File: config.mk
export PLATFORM = sky130hd
export DESIGN_NAME = http_chunked_body_decoder_flat
export DESIGN_NICKNAME = d
export VERILOG_FILES = /design/src/hcbd_pkg.sv /design/src/hcbd_channels.sv /design/src/hcbd_parser.sv /design/src/http_chunked_body_decoder.sv /design/src/flat_wrapper.sv
export SDC_FILE = /design/constraint.sdc
export NUM_CORES = 1
export LEC_CHECK = 0
export BUFFER_PORTS_ARGS = -buffer_cell sky130_fd_sc_hd__clkbuf_2
export CAP_MARGIN = 20
export CORE_MARGIN = 2
export CORE_UTILIZATION = 38
export CTS_CLUSTER_SIZE = 16
export DETAILED_ROUTE_END_ITERATION = 6
export GPL_TIMING_DRIVEN = 0
export PLACE_DENSITY = 0.52
export REMOVE_ABC_BUFFERS = 1
export SYNTH_ARGS = -nofsm -noshare
export SYNTH_HDL_FRONTEND = slang
export SYNTH_SLANG_ARGS = --single-unit
File: constraint.sdc
create_clock -name clock -period 4.4 [get_ports clock]
set_clock_uncertainty 0.1 [all_clocks]
set_input_delay 0.44 -clock clock [delete_from_list [all_inputs] [get_ports clock]]
set_output_delay 0.44 -clock clock [all_outputs]
set_load 0.1 [all_outputs]
File: src/hcbd_pkg.sv
// ----------------------------------------------------------------------------
// hcbd_pkg
// Types, character codes and helpers shared by the chunked body decoder.
// ----------------------------------------------------------------------------
package hcbd_pkg;

   localparam logic [7:0] CH_CR   = 8'h0D;
   localparam logic [7:0] CH_LF   = 8'h0A;
   localparam logic [7:0] CH_SEMI = 8'h3B;

   typedef enum logic [8:0] {
      PH_SIZE    = 9'b000000001,
      PH_EXT     = 9'b000000010,
      PH_SIZE_LF = 9'b000000100,
      PH_DATA    = 9'b000001000,
      PH_SKIP1   = 9'b000010000,
      PH_SKIP2   = 9'b000100000,
      PH_TRAILER = 9'b001000000,
      PH_DONE    = 9'b010000000,
      PH_ERROR   = 9'b100000000
   } phase_type;

   typedef enum logic [1:0] {
      ST_BUSY  = 2'd0,
      ST_DONE  = 2'd1,
      ST_ERROR = 2'd2
   } status_type;

   typedef struct packed {
      logic       payload_valid;
      logic [7:0] payload_byte;
      logic       chunk_end;
      status_type status;
   } result_type;

   typedef struct packed {
      logic       ok;
      logic [3:0] value;
   } hex_type;

   function automatic hex_type hex_decode(input logic [7:0] c);
      hex_type h;
      h = '0;
      if (c >= 8'h30 && c <= 8'h39) begin
         h.ok    = 1'b1;
         h.value = 4'(c - 8'h30);
      end else if (c >= 8'h61 && c <= 8'h66) begin
         h.ok    = 1'b1;
         h.value = 4'(c - 8'h57);
      end else if (c >= 8'h41 && c <= 8'h46) begin
         h.ok    = 1'b1;
         h.value = 4'(c - 8'h37);
      end
      return h;
   endfunction

endpackage

File: src/hcbd_channels.sv
// ----------------------------------------------------------------------------
// hcbd channels
// Valid/ready channels for raw body bytes in and decoded words out.
// ----------------------------------------------------------------------------
interface hcbd_req_if;
   logic       valid;
   logic       ready;
   logic       restart;
   logic [7:0] data_byte;

   modport source (output valid, output restart, output data_byte, input ready);
   modport sink   (input valid, input restart, input data_byte, output ready);
endinterface

interface hcbd_rsp_if;
   logic       valid;
   logic       ready;
   logic       payload_valid;
   logic [7:0] payload_byte;
   logic       chunk_end;
   logic [1:0] status;

   modport source (output valid, output payload_valid, output payload_byte,
                   output chunk_end, output status, input ready);
   modport sink   (input valid, input payload_valid, input payload_byte,
                   input chunk_end, input status, output ready);
endinterface

File: src/hcbd_parser.sv
// ----------------------------------------------------------------------------
// hcbd_parser
// Parser state and one-byte step logic for the chunked body format.
// ----------------------------------------------------------------------------
module hcbd_parser import hcbd_pkg::*; #(
   parameter int SIZE_BITS = 24
) (
   input  logic       clock,
   input  logic       reset,
   input  logic       step,
   input  logic       restart,
   input  logic [7:0] data_byte,
   output result_type result
);

   phase_type            phase_ff, phase_in, phase_cur;
   logic [SIZE_BITS-1:0] acc_ff, acc_in, acc_cur;
   logic [SIZE_BITS-1:0] rem_ff, rem_in, rem_cur, rem_dec;
   logic [1:0]           term_ff, term_in, term_cur;
   hex_type              hex;

   always_comb begin
      phase_cur = restart ? PH_SIZE : phase_ff;
      acc_cur   = restart ? '0 : acc_ff;
      rem_cur   = restart ? '0 : rem_ff;
      term_cur  = restart ? 2'd0 : term_ff;
      hex       = hex_decode(data_byte);
      rem_dec   = rem_cur - SIZE_BITS'(1);

      phase_in = phase_cur;
      acc_in   = acc_cur;
      rem_in   = rem_cur;
      term_in  = term_cur;
      result   = '0;
      result.status = ST_BUSY;

      unique case (phase_cur)
         PH_SIZE: begin
            if (hex.ok) begin
               if (acc_cur[SIZE_BITS-1 -: 4] != 4'd0) begin
                  phase_in = PH_ERROR;
               end else begin
                  acc_in = {acc_cur[SIZE_BITS-5:0], hex.value};
               end
            end else if (data_byte == CH_SEMI) begin
               phase_in = PH_EXT;
            end else if (data_byte == CH_CR) begin
               phase_in = PH_SIZE_LF;
            end else begin
               phase_in = PH_ERROR;
            end
         end
         PH_EXT: begin
            if (data_byte == CH_CR) begin
               phase_in = PH_SIZE_LF;
            end
         end
         PH_SIZE_LF: begin
            if (data_byte != CH_LF) begin
               phase_in = PH_ERROR;
            end else if (acc_cur == '0) begin
               term_in  = 2'd2;
               phase_in = PH_TRAILER;
            end else begin
               rem_in   = acc_cur;
               acc_in   = '0;
               phase_in = PH_DATA;
            end
         end
         PH_DATA: begin
            result.payload_valid = 1'b1;
            result.payload_byte  = data_byte;
            rem_in = rem_dec;
            if (rem_dec == '0) begin
               result.chunk_end = 1'b1;
               phase_in = PH_SKIP1;
            end
         end
         PH_SKIP1: begin
            phase_in = PH_SKIP2;
         end
         PH_SKIP2: begin
            acc_in   = '0;
            phase_in = PH_SIZE;
         end
         PH_TRAILER: begin
            if (data_byte == CH_CR) begin
               term_in = (term_cur == 2'd2) ? 2'd3 : 2'd1;
            end else if (data_byte == CH_LF) begin
               if (term_cur == 2'd3) begin
                  term_in  = 2'd0;
                  phase_in = PH_DONE;
                  result.status = ST_DONE;
               end else if (term_cur == 2'd1) begin
                  term_in = 2'd2;
               end else begin
                  term_in = 2'd0;
               end
            end else begin
               term_in = 2'd0;
            end
         end
         PH_DONE, PH_ERROR: begin
            phase_in = PH_ERROR;
         end
         default: begin
            phase_in = PH_ERROR;
         end
      endcase

      if (phase_in == PH_ERROR) begin
         result = '0;
         result.status = ST_ERROR;
      end
   end

   always_ff @(posedge clock) begin
      if (reset) begin
         phase_ff <= PH_SIZE;
         acc_ff   <= '0;
         rem_ff   <= '0;
         term_ff  <= 2'd0;
      end else if (step) begin
         phase_ff <= phase_in;
         acc_ff   <= acc_in;
         rem_ff   <= rem_in;
         term_ff  <= term_in;
      end
   end

endmodule

File: src/http_chunked_body_decoder.sv
// ----------------------------------------------------------------------------
// http_chunked_body_decoder
// Decodes an HTTP chunked body one byte per word into payload bytes.
//
//   channel  dir  handshake        payload
//   req_bus  in   valid / ready    restart, data_byte
//   rsp_bus  out  valid / ready    payload_valid, payload_byte, chunk_end, status
//
// One byte per cycle sustained while rsp_bus is not stalled; each taken byte goes
// through the input register, then the parser step into the result register.
// The parser step is a single pass through the phase logic and the size
// counter add/compare; both registers advance together.
// Reset clears the parser to the size-line phase and empties both registers.
// A stalled rsp_bus holds its word; req_bus stays ready while a slot is free.
// ----------------------------------------------------------------------------
module http_chunked_body_decoder import hcbd_pkg::*; #(
   parameter int SIZE_BITS = 24
) (
   input  logic        clock,
   input  logic        reset,
   hcbd_req_if.sink    req_bus,
   hcbd_rsp_if.source  rsp_bus
);

   logic       in_valid_ff;
   logic       in_restart_ff;
   logic [7:0] in_byte_ff;
   logic       out_valid_ff;
   result_type out_ff;
   result_type result;
   logic       advance;

   assign advance       = in_valid_ff && (!out_valid_ff || rsp_bus.ready);
   assign req_bus.ready = !in_valid_ff || advance;

   hcbd_parser #(
      .SIZE_BITS (SIZE_BITS)
   ) u_parser (
      .clock     (clock),
      .reset     (reset),
      .step      (advance),
      .restart   (in_restart_ff),
      .data_byte (in_byte_ff),
      .result    (result)
   );

   always_ff @(posedge clock) begin
      if (reset) begin
         in_valid_ff <= 1'b0;
      end else if (req_bus.ready) begin
         in_valid_ff <= req_bus.valid;
      end
   end

   always_ff @(posedge clock) begin
      if (req_bus.ready && req_bus.valid) begin
         in_restart_ff <= req_bus.restart;
         in_byte_ff    <= req_bus.data_byte;
      end
   end

   always_ff @(posedge clock) begin
      if (reset) begin
         out_valid_ff <= 1'b0;
      end else if (advance) begin
         out_valid_ff <= 1'b1;
      end else if (rsp_bus.ready) begin
         out_valid_ff <= 1'b0;
      end
   end

   always_ff @(posedge clock) begin
      if (advance) begin
         out_ff <= result;
      end
   end

   assign rsp_bus.valid         = out_valid_ff;
   assign rsp_bus.payload_valid = out_ff.payload_valid;
   assign rsp_bus.payload_byte  = out_ff.payload_byte;
   assign rsp_bus.chunk_end     = out_ff.chunk_end;
   assign rsp_bus.status        = out_ff.status;

endmodule

File: src/flat_wrapper.sv
// flat-port wrapper written by rule: the top's interface ports become plain ports
module http_chunked_body_decoder_flat import hcbd_pkg::*;
#(
   parameter int SIZE_BITS = 24
)
  (clock, reset, req_bus_valid, req_bus_restart, req_bus_data_byte, req_bus_ready, rsp_bus_valid, rsp_bus_payload_valid, rsp_bus_payload_byte, rsp_bus_chunk_end, rsp_bus_status, rsp_bus_ready);
  hcbd_req_if req_bus_i ();
  hcbd_rsp_if rsp_bus_i ();
  input  logic clock;
  input  logic reset;
  input wire logic [$bits(req_bus_i.valid)-1:0] req_bus_valid;
  input wire logic [$bits(req_bus_i.restart)-1:0] req_bus_restart;
  input wire logic [$bits(req_bus_i.data_byte)-1:0] req_bus_data_byte;
  output wire logic [$bits(req_bus_i.ready)-1:0] req_bus_ready;
  output wire logic [$bits(rsp_bus_i.valid)-1:0] rsp_bus_valid;
  output wire logic [$bits(rsp_bus_i.payload_valid)-1:0] rsp_bus_payload_valid;
  output wire logic [$bits(rsp_bus_i.payload_byte)-1:0] rsp_bus_payload_byte;
  output wire logic [$bits(rsp_bus_i.chunk_end)-1:0] rsp_bus_chunk_end;
  output wire logic [$bits(rsp_bus_i.status)-1:0] rsp_bus_status;
  input wire logic [$bits(rsp_bus_i.ready)-1:0] rsp_bus_ready;
  assign req_bus_i.valid = req_bus_valid;
  assign req_bus_i.restart = req_bus_restart;
  assign req_bus_i.data_byte = req_bus_data_byte;
  assign req_bus_ready = req_bus_i.ready;
  assign rsp_bus_valid = rsp_bus_i.valid;
  assign rsp_bus_payload_valid = rsp_bus_i.payload_valid;
  assign rsp_bus_payload_byte = rsp_bus_i.payload_byte;
  assign rsp_bus_chunk_end = rsp_bus_i.chunk_end;
  assign rsp_bus_status = rsp_bus_i.status;
  assign rsp_bus_i.ready = rsp_bus_ready;
  http_chunked_body_decoder #(.SIZE_BITS(SIZE_BITS)) u_core (.clock(clock), .reset(reset), .req_bus(req_bus_i), .rsp_bus(rsp_bus_i));
endmodule
==> results.toml, run 1 <==
[sta]
rsz0062_at_grt = "false"
worst-slew-pin-transition_ps = 1020
finalSetupTns_ps = 0
achievable-frequency_ghz = 0.267
final-max-slew-violation-count = 0
finalSetupViolations = 0
number_of_failing_hold_endpoints_at_the_final_stage = 0
relSlewSlack_pct = 31.2
crit_path_time_final_ps = 3750
final.period_utilization_pct = 85.1

[power_and_ir_drop]
leakagePower_nw = 2.02
totalPowerFinal_mw = 1.74
ir_drop_uv = 186
power_per_cell_area_mw_per_mm2 = 319

[synth]
synth_enable_flop_cells = 21
postSynth.asyncResetShare_pct = 0
synth.cell_area_mm2 = 0.00486
synth-main-ff-cell = "sky130_fd_sc_hd__dfxtp_1"
synthDistinctLibCells = 73
synth.yosys.seq_area_share_pct = 38.1
post_synth_inst_count = 582
synth.ff_latch_count = 82
count_of_warnings_emitted_by_yosys = 0
syn-mean-instance-area_um2 = 8.34

[cts]
h-tree-depth = 3
cts_inserted_buffers = 9
worst_skew_pair.late_latency_ps = 350
clock_sinks = 82
cts.root.buffer_cell = "sky130_fd_sc_hd__clkbuf_16"
hold_buffers_post_cts = 0
tritoncts = "yes"
cts_buffer_depth = 2
worst_setup_hold_path_clk_slew_ps = 70

[route]
detail_route.iter0.violations = 434
drt_pass1_iterations = 5
final_antenna_net_count = 0
remaining_drc_errors = 0
detailroute.via_count = 4628
finalWirelength_mm = 14.7
drt-vias-per-instance = 6.03
wl_cell_um = 19.1

[setup_path]
crit_path_start_kind = "flip-flop"
worst_case_register_to_register_setup_slack_ps = 650
type_of_element_capturing_the_critical_path = "flip-flop"
critical_path_required_ps = 4480
worst_ep_arrival_time_ps = 3830
worst-path-max-fanout = 26
worst_r2r_startpoint = "u_core.in_restart_ff"
reg2reg_depth = 10
regToRegEndpoint = "u_core.rsp_bus.chunk_end"
critical_path_class = "reg2reg"

[floorplan]
dieHeight_um = 117
fp.coreArea_mm2 = 0.0126
io_pins = 27
die-area_mm2 = 0.0137
initial_core_util_pct = 38.6
floorplan.rows = 41
die_w_um = 117

[cells_and_area]
drive_gt1_share_pct = 12.4
area_delta_synth_final_pct = 12.1
nNetsFinal = 609
layout.filler_cells = 1250
multiInputGateArea_mm2 = 0.00280
utilization_pct = 43.3
seqCellArea_mm2 = 0.00185
num_antenna_cells = 0

[run_status]
status = "completed"

[global_route]
grt_pass1_wl_mm = 23.3
vias_in_the_first_global_route = 4176
grt.overflow.total = 0
track_usage_pct = 22.4
grt_start_max_net_pins = 43
grt_antenna_before_repair = 0

[worst_hold_path]
min_to = "u_core.in_byte_ff[3]"
timing.hold.worst.class = "in2reg"
worst_hold_path_cell_count = 1
start_point_of_the_worst_min_delay_path = "req_bus_data_byte[3]"

[placed_design]
hpwlAfterDp_mm = 10.2
buffer_ports.inserted = 26
gp_congestion = 0.891

[flow_run]
max_cap_violations = 0
-- state kept, by name (all words and copies together) (netlist names), 2 cells and up --
register / cells
u_core.u_parser.phase_ff: 9
u_core.u_parser.term_ff: 2
u_core.u_parser.rem_ff: 24
u_core.u_parser.acc_ff: 24
u_core.rsp_bus.status: 2
u_core.rsp_bus.payload_byte: 8
u_core.in_byte_ff: 8
-- cell usage after synthesis, types with 3 or more instances --
| cell type | count | share of area (%) |
|---|---|---|
| sky130_fd_sc_hd__a211oi_1 | 5 | 0.77 |
| sky130_fd_sc_hd__a21oi_1 | 45 | 4.6 |
| sky130_fd_sc_hd__a22o_1 | 12 | 2.2 |
| sky130_fd_sc_hd__a22oi_1 | 19 | 2.9 |
| sky130_fd_sc_hd__a2bb2oi_1 | 4 | 0.72 |
| sky130_fd_sc_hd__a31o_2 | 3 | 0.54 |
| sky130_fd_sc_hd__a31oi_1 | 7 | 0.90 |
| sky130_fd_sc_hd__and2_1 | 11 | 1.4 |
| sky130_fd_sc_hd__buf_1 | 7 | 0.54 |
| sky130_fd_sc_hd__buf_2 | 7 | 0.72 |
| sky130_fd_sc_hd__clkbuf_1 | 25 | 1.9 |
| sky130_fd_sc_hd__dfxtp_1 | 61 | 25 |
| sky130_fd_sc_hd__edfxtp_1 | 21 | 13 |
| sky130_fd_sc_hd__ha_1 | 6 | 1.5 |
| sky130_fd_sc_hd__inv_1 | 10 | 0.77 |
| sky130_fd_sc_hd__mux2i_1 | 13 | 2.7 |
| sky130_fd_sc_hd__nand2_1 | 36 | 2.8 |
| sky130_fd_sc_hd__nand2b_1 | 11 | 1.4 |
| sky130_fd_sc_hd__nand3_1 | 21 | 2.2 |
| sky130_fd_sc_hd__nand3b_1 | 4 | 0.62 |
| sky130_fd_sc_hd__nand4_1 | 8 | 1.0 |
| sky130_fd_sc_hd__nand4b_1 | 4 | 0.72 |
| sky130_fd_sc_hd__nor2_1 | 70 | 5.4 |
| sky130_fd_sc_hd__nor2b_1 | 14 | 1.8 |
| sky130_fd_sc_hd__nor3_1 | 15 | 1.5 |
| sky130_fd_sc_hd__nor4_1 | 25 | 3.2 |
| sky130_fd_sc_hd__nor4b_1 | 3 | 0.54 |
| sky130_fd_sc_hd__o211ai_1 | 3 | 0.46 |
| sky130_fd_sc_hd__o21ai_0 | 23 | 2.4 |
| sky130_fd_sc_hd__o21ai_1 | 5 | 0.52 |
| sky130_fd_sc_hd__o22ai_1 | 5 | 0.64 |
| sky130_fd_sc_hd__o31ai_1 | 5 | 0.77 |
| sky130_fd_sc_hd__or2_2 | 3 | 0.39 |
| sky130_fd_sc_hd__or3_1 | 5 | 0.64 |
| sky130_fd_sc_hd__or4_1 | 5 | 0.77 |
| sky130_fd_sc_hd__xnor2_1 | 7 | 1.3 |
| sky130_fd_sc_hd__xor2_1 | 3 | 0.54 |
-- logic make-up (layout without fill, tap and decap cells) --
| family | count (synthesis) | in the layout | synth area share [%] |
|---|---|---|---|
| and+or+nand+nor | 248 | 248 | 27.3 |
| AOI/OAI and AO/OA | 170 | 170 | 23.8 |
| DFF | 82 | 82 | 38.1 |
| buffers and inverters | 51 | 64 | 4.28 |
| muxes | 15 | 15 | 3.14 |
| xor gates and xnor gates | 10 | 10 | 1.80 |
| adders and majority gates | 6 | 6 | 1.55 |
-- per-stage QoR --
stage	worst slack (ps)	hold slack (ps)	instance area [µm²]	cells
global route	417	161	5440	767
global placement	-699	387	5030	740
finish	655	166	5440	767
CTS	198	159	5390	759
detailed placement	219	395	5100	743
floorplan	519	357	4690	542
-- placed cells by master, fill, tap and decap left out, types with 7 or more instances in the layout --
master,instances
sky130_fd_sc_hd__nor2_1,70
sky130_fd_sc_hd__dfxtp_1,61
sky130_fd_sc_hd__a21oi_1,45
sky130_fd_sc_hd__nand2_1,36
sky130_fd_sc_hd__clkbuf_2,26
sky130_fd_sc_hd__nor4_1,25
sky130_fd_sc_hd__o21ai_0,23
sky130_fd_sc_hd__nand3_1,21
sky130_fd_sc_hd__edfxtp_1,21
sky130_fd_sc_hd__a22oi_1,19
sky130_fd_sc_hd__nor3_1,15
sky130_fd_sc_hd__nor2b_1,14
sky130_fd_sc_hd__mux2i_1,13
sky130_fd_sc_hd__a22o_1,12
sky130_fd_sc_hd__and2_1,11
sky130_fd_sc_hd__nand2b_1,10
sky130_fd_sc_hd__inv_1,9
sky130_fd_sc_hd__clkbuf_16,9
sky130_fd_sc_hd__nand4_1,8
sky130_fd_sc_hd__xnor2_1,7
sky130_fd_sc_hd__a31oi_1,7
-- power breakdown --
part / internal [mW] / switching, mW / leakage (nW)
Combinational: 0.0623 / 0.139 / 1.19
Sequential: 0.789 / 0.0172 / 0.698
Clock: 0.391 / 0.339 / 0.131
-- what timing repair did --
| action | CTS | global route |
|---|---|---|
| gates resized for setup | 0 | 0 |
| setup endpoints to repair | 0 | 1 |
| buffers inserted | 0 | 6 |
-- critical path, cell delays in order, from the launching register on --
cell and delay [ps]:
sky130_fd_sc_hd__edfxtp_1 360, sky130_fd_sc_hd__buf_4 180, sky130_fd_sc_hd__inv_2 400, sky130_fd_sc_hd__nand2_1 150, sky130_fd_sc_hd__ha_1 420, sky130_fd_sc_hd__and2_1 330
sky130_fd_sc_hd__a41o_1 310, sky130_fd_sc_hd__or4_4 540, sky130_fd_sc_hd__a311oi_2 410, sky130_fd_sc_hd__nand3_1 170, sky130_fd_sc_hd__a21oi_1 170
-- worst max path at each step --
| stage | from | end | depth (start not counted) |
|---|---|---|---|
| detailed placement | u_core.in_restart_ff | u_core.rsp_bus.chunk_end | 9 |
| global placement | u_core.in_restart_ff | u_core.u_parser.rem_ff[9] | 8 |
| finish | u_core.in_restart_ff | u_core.rsp_bus.chunk_end | 10 |
| CTS | u_core.in_restart_ff | u_core.rsp_bus.chunk_end | 9 |
| global route | u_core.rsp_bus.valid | u_core.u_parser.acc_ff[8] | 8 |
| floorplan | u_core.rsp_bus.valid | u_core.u_parser.acc_ff[10] | 8 |
-- per-layer routing --
metal | global-route usage [%] | part of all wire, %
met1 | 31.0 | 45
met5 | 0 | 0
met2 | 34.6 | 45
met4 | 8.47 | 2.4
met3 | 4.58 | 7.5
-- final cells by class --
cell class	count	share of cell area [%]
tap	172	3.95
clock buffer	9	4.14
clock inverter	7	1.10
multi-input combinational	449	51.4
sequential	82	34.0
timing repair buffer	37	4.60
inverter	11	0.759
Power figures use the tool's default switching activity.
==> inputs of run 2 (changes only) <==
--- a/config.mk
+++ b/config.mk
@@ -11,2 +11,3 @@
 export CORE_UTILIZATION = 38
+export CTS_BUF_LIST = sky130_fd_sc_hd__clkbuf_2 sky130_fd_sc_hd__clkbuf_4 sky130_fd_sc_hd__clkbuf_8
 export CTS_CLUSTER_SIZE = 16
==> constraint.sdc (replaced) <==
create_clock -name clock -period 4.4 [get_ports clock]
set_clock_uncertainty 0.1 [all_clocks]
set_input_delay 0.22 -clock clock [delete_from_list [all_inputs] [get_ports clock]]
set_output_delay 0.22 -clock clock [all_outputs]
set_load 0.1 [all_outputs]
==> results.toml, run 2 (same netlist as run 1, synthesis figures left out) <==
[setup_path]
critical_path.cell_chain = "buf_4, inv_2, nand2_1, ha_1, and2_1, a41o_1, or4_4, a311oi_2, nand3_1, a21oi_1"
crit_slowest_cell = "sky130_fd_sc_hd__or4_4"
worst_r2r_startpoint = "u_core.in_restart_ff"
worst-path-max-fanout = 26
worst_case_register_to_register_setup_slack_ps = 700
critical_path.startpoint = "u_core.in_restart_ff"
critical_path_depth = 10
worst_ep_arrival_time_ps = 3810
reg2reg_depth = 10
type_of_element_capturing_the_critical_path = "flip-flop"
end_point_of_the_critical_path = "u_core.rsp_bus.chunk_end"
crit_path_start_kind = "flip-flop"
critical_path_class = "reg2reg"
path_delay_family = "simple AND/OR/NAND/NOR gates"
regToRegEndpoint = "u_core.rsp_bus.chunk_end"
critPathMaxStageDelay_ps = 530
worstPathBufferInverterCount = 2
critical_path_required_ps = 4510

[sta]
crit_path_time_final_ps = 3700
final-max-slew-violation-count = 0
final.period_utilization_pct = 84.2
relSlewSlack_pct = 32.8
number_of_failing_hold_endpoints_at_the_final_stage = 0
achievable-frequency_ghz = 0.270
worst-slew-pin-transition_ps = 999
finalSetupViolations = 0
rsz0062_at_grt = "false"

[flow_run]
max_cap_violations = 0

[route]
wl_cell_um = 19.0
finalWirelength_mm = 14.7
final_antenna_net_count = 0
drt_pass1_iterations = 5
detailroute.via_count = 4605
remaining_drc_errors = 0
drt-vias-per-instance = 5.93
detail_route.iter0.violations = 403

[placed_design]
buffer_ports.inserted = 26
gp_congestion = 0.891
place.detailed.instances = 743
hpwlAfterDp_mm = 10.2

[floorplan]
die-area_mm2 = 0.0137
fp.coreArea_mm2 = 0.0126
initial_core_util_pct = 38.6
die_w_um = 117
floorplan.rows = 41
dieHeight_um = 117
io_pins = 27

[cells_and_area]
final_common_cell = "sky130_fd_sc_hd__nor2_1"
nNetsFinal = 619
layoutNonFillerInstCount = 777
drive_gt1_share_pct = 12.2
area_delta_synth_final_pct = 12.1
most-common-layout-cells = "sky130_fd_sc_hd__nor2_1 (70), sky130_fd_sc_hd__dfxtp_1 (61), sky130_fd_sc_hd__a21oi_1 (45)"
num_antenna_cells = 0
utilization_pct = 43.3
top_regs = "u_core.u_parser.acc_ff: 24 flops, u_core.u_parser.rem_ff: 24 flops, u_core.u_parser.phase_ff: 9 flops"

[power_and_ir_drop]
leakagePower_nw = 2.01
ir_drop_uv = 136
power_per_cell_area_mw_per_mm2 = 282
totalPowerFinal_mw = 1.54

[global_route]
grt.overflow.total = 0
grt_start_max_net_pins = 43
vias_in_the_first_global_route = 4206
grt_pass1_wl_mm = 23.2
grt_antenna_before_repair = 0
track_usage_pct = 22.4

[cts]
cts.root.buffer_cell = "sky130_fd_sc_hd__clkbuf_8"
clock_sinks = 82
worst_skew_pair.late_latency_ps = 370
worst_setup_hold_path_clk_slew_ps = 90
h-tree-depth = 3
tritoncts = "yes"
cts_buffer_depth = 2
cts_inserted_buffers = 9

[worst_hold_path]
timing.hold.worst.class = "in2reg"

[run_status]
status = "completed"
run 2: changes by cell type in the layout (fill, tap and decap cells not counted), sizes merged:
| cell | before | now |
|---|---|---|
| dlygate4sd3 | 0 | 10 |
run 2: timing repair:
action	CTS	global route
hold endpoints to repair	10	0
gates resized for setup	0	0
hold buffers	10	0
setup endpoints to repair	0	2
buffers inserted	0	6
run 2: worst min path at each step:
stage / startpoint / endpoint / slack [ps] / depth (start not counted)
floorplan: reset / u_core.u_parser.acc_ff[23] / 190 / 1
global placement: req_bus_data_byte[2] / u_core.in_byte_ff[2] / 300 / 1
detailed placement: req_bus_data_byte[3] / u_core.in_byte_ff[3] / 300 / 1
CTS: rsp_bus_ready / u_core.rsp_bus.valid / 40 / 4
global route: rsp_bus_ready / u_core.rsp_bus.valid / 80 / 4
finish: rsp_bus_ready / u_core.rsp_bus.valid / 50 / 4
run 2: routing by layer:
layer | global-route usage [%] | routed length (µm) | up-vias
met1 | 31.1 | 6860 | 2198
li1 | - | - | 2232
met3 | 4.07 | 879 | 21
met5 | 0 | 0 | -
met2 | 34.6 | 6640 | 154
met4 | 9.10 | 361 | 0
run 2: power breakdown:
part / switching, mW / internal [mW]
Combinational: 0.140 / 0.0680
Clock: 0.308 / 0.213
Sequential: 0.0175 / 0.789
run 2: stage by stage:
stage	area [µm²]	worst slack, ps	TNS, ps	hold WS (ps)
after CTS	5380	196	0	44.8
final	5440	697	0	51.3
after floorplan	4690	519	0	189
after detailed placement	5100	219	0	299
after global routing	5440	405	0	83.6
after global placement	5030	-699	-15750	297
run 2: layout make-up:
class,count,area (µm²)
fill,1249,7130
multi-input combinational,449,2800
sequential,82,1850
timing repair buffer,47,350
tap,172,215
clock buffer,9,124
clock inverter,7,60.1
inverter,11,41.3
run 2: tightest hold or removal path: cells and delay by family:
family,cells,cell delay (ps)
and+or+nand+nor,3,190
buffers and inverters,1,70
